===== src/hw/rtl/kmuf_pkg.sv =====
// shared types, constants and helper functions of the kruskal maze union-find block
package kmuf_pkg;

	localparam int COORD_BITS = 8;
	localparam int SIDE = 1 << COORD_BITS;
	localparam int DIM_BITS = COORD_BITS + 1;
	localparam int FIELD_BITS = 8;
	localparam int CFG_BITS = 8;
	localparam int CMP_BITS = (DIM_BITS > FIELD_BITS) ? DIM_BITS : FIELD_BITS;
	localparam int ADDR_BITS = 2 * COORD_BITS;
	localparam int DEPTH = 1 << ADDR_BITS;
	localparam int REG_IDX_BITS = 1;
	localparam int CNT_BITS = 3;

	typedef logic [COORD_BITS-1:0] coord_t;
	typedef logic [DIM_BITS-1:0] dim_t;
	typedef logic [ADDR_BITS-1:0] addr_t;
	typedef logic [FIELD_BITS-1:0] field_t;

	typedef enum logic {
		FUNC_BEGIN = 1'b0,
		FUNC_WALL  = 1'b1
	} func_t;

	typedef enum logic [2:0] {
		ST_CLEARED  = 3'd0,
		ST_NOT_TWO  = 3'd1,
		ST_SAME_SET = 3'd2,
		ST_CARVED   = 3'd3,
		ST_REJECTED = 3'd4
	} status_t;

	typedef enum logic [1:0] {
		DIR_N = 2'd0,
		DIR_E = 2'd1,
		DIR_S = 2'd2,
		DIR_W = 2'd3
	} dir_t;

	typedef enum logic [REG_IDX_BITS-1:0] {
		REG_GRID_WIDTH  = 1'b0,
		REG_GRID_HEIGHT = 1'b1
	} reg_idx_t;

	typedef enum logic [1:0] {
		FP_A = 2'd0,
		FP_B = 2'd1,
		FP_M = 2'd2
	} phase_t;

	typedef enum logic [3:0] {
		S_IDLE,
		S_CLEAR,
		S_NB_RD,
		S_NB_CHK,
		S_FIND_RD,
		S_FIND_CHK,
		S_CARVE,
		S_LINK_B,
		S_LINK_M,
		S_DONE
	} state_t;

	typedef struct packed {
		func_t  func;
		field_t wall_x;
		field_t wall_y;
	} in_word_t;

	typedef struct packed {
		status_t status;
		field_t  cell_a_x;
		field_t  cell_a_y;
		field_t  cell_b_x;
		field_t  cell_b_y;
		field_t  carve_x;
		field_t  carve_y;
	} out_word_t;

	typedef struct packed {
		addr_t addr;
		logic  wall_we;
		logic  wall_wd;
		logic  par_we;
		addr_t par_wd;
	} mem_req_t;

	function automatic addr_t cell_addr(input coord_t x, input coord_t y);
		return {y, x};
	endfunction

	function automatic field_t to_field(input coord_t v);
		logic [CMP_BITS-1:0] t;
		t = CMP_BITS'(v);
		return t[FIELD_BITS-1:0];
	endfunction

	function automatic coord_t from_field(input field_t v);
		logic [CMP_BITS-1:0] t;
		t = CMP_BITS'(v);
		return t[COORD_BITS-1:0];
	endfunction

	function automatic dim_t eff_dim(input logic [CFG_BITS-1:0] r);
		logic [CMP_BITS-1:0] t;
		t = CMP_BITS'(r);
		if (t < CMP_BITS'(SIDE)) begin
			return t[DIM_BITS-1:0];
		end
		return DIM_BITS'(SIDE);
	endfunction

endpackage


===== src/hw/rtl/kmuf_nbr_unit.sv =====
// shared neighbour unit: candidate coordinates and grid check for one direction
module kmuf_nbr_unit (
	input  kmuf_pkg::coord_t x,
	input  kmuf_pkg::coord_t y,
	input  kmuf_pkg::dir_t   dir,
	input  kmuf_pkg::dim_t   w,
	input  kmuf_pkg::dim_t   h,
	output kmuf_pkg::coord_t cx,
	output kmuf_pkg::coord_t cy,
	output logic             ok
);

	kmuf_pkg::dim_t xp1;
	kmuf_pkg::dim_t yp1;

	assign xp1 = kmuf_pkg::DIM_BITS'(x) + kmuf_pkg::DIM_BITS'(1);
	assign yp1 = kmuf_pkg::DIM_BITS'(y) + kmuf_pkg::DIM_BITS'(1);

	always_comb begin
		cx = x;
		cy = y;
		ok = 1'b0;
		case (dir)
			kmuf_pkg::DIR_N: begin
				ok = (y != '0);
				cy = y - kmuf_pkg::COORD_BITS'(1);
			end
			kmuf_pkg::DIR_E: begin
				ok = (xp1 < w);
				cx = xp1[kmuf_pkg::COORD_BITS-1:0];
			end
			kmuf_pkg::DIR_S: begin
				ok = (yp1 < h);
				cy = yp1[kmuf_pkg::COORD_BITS-1:0];
			end
			kmuf_pkg::DIR_W: begin
				ok = (x != '0);
				cx = x - kmuf_pkg::COORD_BITS'(1);
			end
			default: begin
				ok = 1'b0;
			end
		endcase
	end

endmodule


===== config.mk =====
export PLATFORM = sky130hd
export DESIGN_NAME = kmuf_nbr_unit
export DESIGN_NICKNAME = d
export VERILOG_FILES = /design/src/hw/rtl/kmuf_pkg.sv /design/src/hw/rtl/kmuf_nbr_unit.sv
export SDC_FILE = /design/constraint.sdc
export NUM_CORES = 1
export LEC_CHECK = 0
export ABC_AREA = 1
export BUFFER_PORTS_ARGS = -buffer_cell sky130_fd_sc_hd__buf_2
export CAP_MARGIN = 15
export CORE_MARGIN = 2
export CORE_UTILIZATION = 53
export DETAILED_ROUTE_END_ITERATION = 8
export PLACE_DENSITY = 0.86
export RECOVER_POWER = 50
export SLEW_MARGIN = 25
export SYNTH_ARGS = -nofsm -noshare
export SYNTH_HDL_FRONTEND = slang
export SYNTH_SLANG_ARGS = --single-unit
export TNS_END_PERCENT = 10

===== constraint.sdc =====
create_clock -name vclk -period 2.7
set_clock_uncertainty 0.2 [all_clocks]
set_input_delay 0.405 -clock vclk [all_inputs]
set_output_delay 0.405 -clock vclk [all_outputs]
set_load 0.005 [all_outputs]

Word level (Yosys, flattened, before mapping)
Index checks and enable logic that the tools add are counted.

Output and inout bits: 17. Logic and storage cells: 15. Bits in registers: 0.

Equality and inequality tests: 3. $lt $le $gt $ge: 2. Reduce and logical (&&, ||, !) cells: 3. Add/subtract/negate cells: 4. Mux-type cells: 3.

Operators with widths (count): $pmux W8 S2 (2); $add A8 B1 Y9 const B (2); $lt A9 B9 Y1 (2); $reduce_bool A8 Y1 (2); $sub A8 B1 Y8 const B (2); $eq A2 B2 Y1 const B (2); $pmux W1 S4 (1); $eq A2 B1 Y1 const B (1); $logic_not A2 Y1 (1).

Depth between registers and ports, before layout
Word-level depth: 3. Mapped depth: 13. Mapped depth without buffers: 13.

Worst setup path before layout
Ideal clock, no wire load.

Path type: in2out. Start point: in x[2]. End point: out ok. Buffers on the path: 1. Stages: 11. Slack: 354 ps. Arrival: 1741 ps. Path through: buf_6 nand3_1 nor3_2 nand3_1 and2_1 ha_1 nand2_1 nor2_1 nand3_1 nand4_1 nand4_1.

Cells in the longest elaborated chain, start to end: 3. Elaborated cells on any way between the ends: 4.

Ends and longest elaborated chain: from (decl) (RTL line kmuf_nbr_unit.sv:3) `input kmuf_pkg::coord_t x,`; $add A8 B1 Y9 (RTL line kmuf_nbr_unit.sv:16) `assign xp1 = kmuf_pkg::DIM_BITS'(x) + kmuf_pkg::DIM_BITS'(1);`; $lt A9 B9 Y1 (RTL line kmuf_nbr_unit.sv:29) `ok = (xp1 < w);`; $pmux W1 S4 (*) (RTL line kmuf_nbr_unit.sv:23) `case (dir)`; to (decl) (RTL line kmuf_nbr_unit.sv:10) `output logic ok`.

Every way passes the cells marked *; elsewhere a longest branch is shown, timed or not.

Worst setup path in the final report
Start point: in x[1]. End point: out ok.

The elaborated chain is that of the path after synthesis.

==> results.toml <==
[run_status]
status = "finished clean"

[drt]
post_drt_wl_per_cell_um = 11.1
routed_wl_um = 3670
antenna_left = 0
dr.first_iter.drc_count = 42
routed_via_density = 5.05
drt-pass1-iter-count = 4
vias = 1667
post-route-drc-count = 0

[clock_network]
hold_buffers = 0

[yosys]
avgSynthCellArea_um2 = 5.67
ys_seq_area_frac = 0
ys_warn_count = 0
ys_types = 27
synth_area_leaders = "ha_1 (20%), nand2_1 (17%), inv_1 (13%), nand3_1 (11%), xor2_1 (6.4%)"
yosys.area.top_type = "ha_1"
syn-num-nets = 301
syn-cell-area_um2 = 1380
synth_cells = 243
yosysMostFrequentCell = "nand2_1"
synth_common_cells = "nand2_1 (61), inv_1 (47), nand3_1 (30), ha_1 (22), nor2_1 (21)"
yosysTopAreaCellShare = 0.200

[min_path]
min_path_cells = 3
hold_class = "in2out"
whs_endpoint = "cx[0]"
hp-start = "x[0]"

[floorplan]
die_width_um = 55.0
core_um2 = 2480
die-area_um2 = 3030
fp-row-count = 18
num_io_pins = 53
chipHeight_um = 55.0
start_util = 0.557

[critical_path]
max_stage_delay_ns = 0.25
critPathRequiredTime_ns = 2.10
crit_path_top_delay_cell = "nor3_4"
critPathMostFrequentCell = "nand4_1"
cp-end-kind = "output port"
path_max_fanout = 3
crit_chain = "buf_4, ha_4, nand3_4, nor3_4, nand2_1, nor2_2, ha_1, a21o_1, nor2_1, nand4_1, nand4_1, buf_2"
start_kind = "primary input"
critPathArrivalTime_ns = 1.97
crit_type = "in2out"

[timing]
whs_ns = 0.876
fin_crit_ns = 2.58
slew_headroom = 0.506
timing.fmax_mhz = 388
tightest_slew_ns = 0.742
fin_tns_setup_ns = 0
fin_crit_sh = 0.954
setup_viol = 0
hold_viol = 0
slew_viol_final = 0

[power_and_ir_drop]
power_density_nw_per_um2 = 146
peakVddDrop_mv = 0.121
leakage_uw = 0.00106

[finish]
multi_input_area_um2 = 1260
seq_cells = 0
n_clock_buffer = 0
drive_above_1_share = 0.300
final_core_util = 0.739
seq_area_um2 = 0
diodes = 0
instances_no_fill = 330
fillers = 227
final_area_um2 = 1830
synthToLayoutAreaGrowth_pct = 32.8
finalNetCount = 360

[global_routing]
grt_first_pass_wirelength_um = 5790
grt_max_degree = 14
antenna_found_initial = 0
grtUsageTotal = 0.252
first_global_vias = 1543
overflow = 0

[placed_design]
place_hpwl_um = 3000
gp_congestion = 0.937
dpl_cell_area_um2 = 1690
port_buffers = 53
dp.cells = 328

[flow_run]
max_cap_viol_count = 0
[layout by cell type (no fill, tap or decap), types with 4 or more instances in the layout]
cell,netlist,routed
nand2_1,61,59
buf_4,1,11
o221ai_1,4,4
nand3_1,30,24
ha_1,22,19
nor3_4,2,4
nand4_1,5,5
a21oi_1,6,6
xor2_1,10,10
nor2_1,21,19
o211ai_1,4,4
nand3_2,2,6
inv_2,6,7
buf_2,1,47
inv_1,47,46
[logic make-up (layout without fill, tap and decap cells)]
logic type                 count (synthesis)  count (layout)  share of synthesized area
and+or+nand+nor                          130             130                      0.441
adders and majority gates                 22              22                      0.200
AOI/OAI and AO/OA                         20              20                     0.0926
buffers and inverters                     57             114                      0.172
xor gates and xnor gates                  14              14                     0.0944
[through the flow]
stage	power [µW]	worst slack (ns)
after global routing	307	-0.0217
after floorplan	154	0.354
after detailed placement	245	0.0567
final	267	0.123
after global placement	239	0.108
after CTS	246	0.0577
[how the worst max path moves through the flow]
stage,startpoint,end,slack (ns),cells after the start
5_1_grt,x[3],ok,-0.02,14
6_report,x[1],ok,0.12,12
2_1_floorplan,x[2],ok,0.35,11
4_1_cts,x[0],ok,0.06,12
3_3_place_gp,x[0],ok,0.11,12
3_5_place_dp,x[0],ok,0.06,12
[worst max-delay path: cells and delay by family]
family                   cells  cell delay (ns)
AND/OR/NAND/NOR              7             0.78
buffers and inverters        2             0.22
adder cells (fa/ha/maj)      2             0.40
AO/OA/AOI/OAI                1             0.16
[metal layers]
metal  GRT usage  up-vias  share of wire
met1       0.258      718           0.42
met5           0        -              0
met2       0.554       58           0.51
li1            -      887              -
met4      0.0325        0          0.015
met3      0.0134        4          0.055
[power by group]
group / internal, µW / switching [µW]
Combinational: 115 / 153
Clock: 0 / 0
Sequential: 0 / 0
[cell type report]
class / count / share of cell area
multi-input cells: 186 / 0.686
repair buffers: 61 / 0.185
inverters: 53 / 0.109
well taps: 30 / 0.0205
[repair_timing]
action	CTS	global route
gates resized for setup	0	30
buffers inserted	0	2
setup endpoints to repair	0	1
Power figures use the tool's default switching activity.
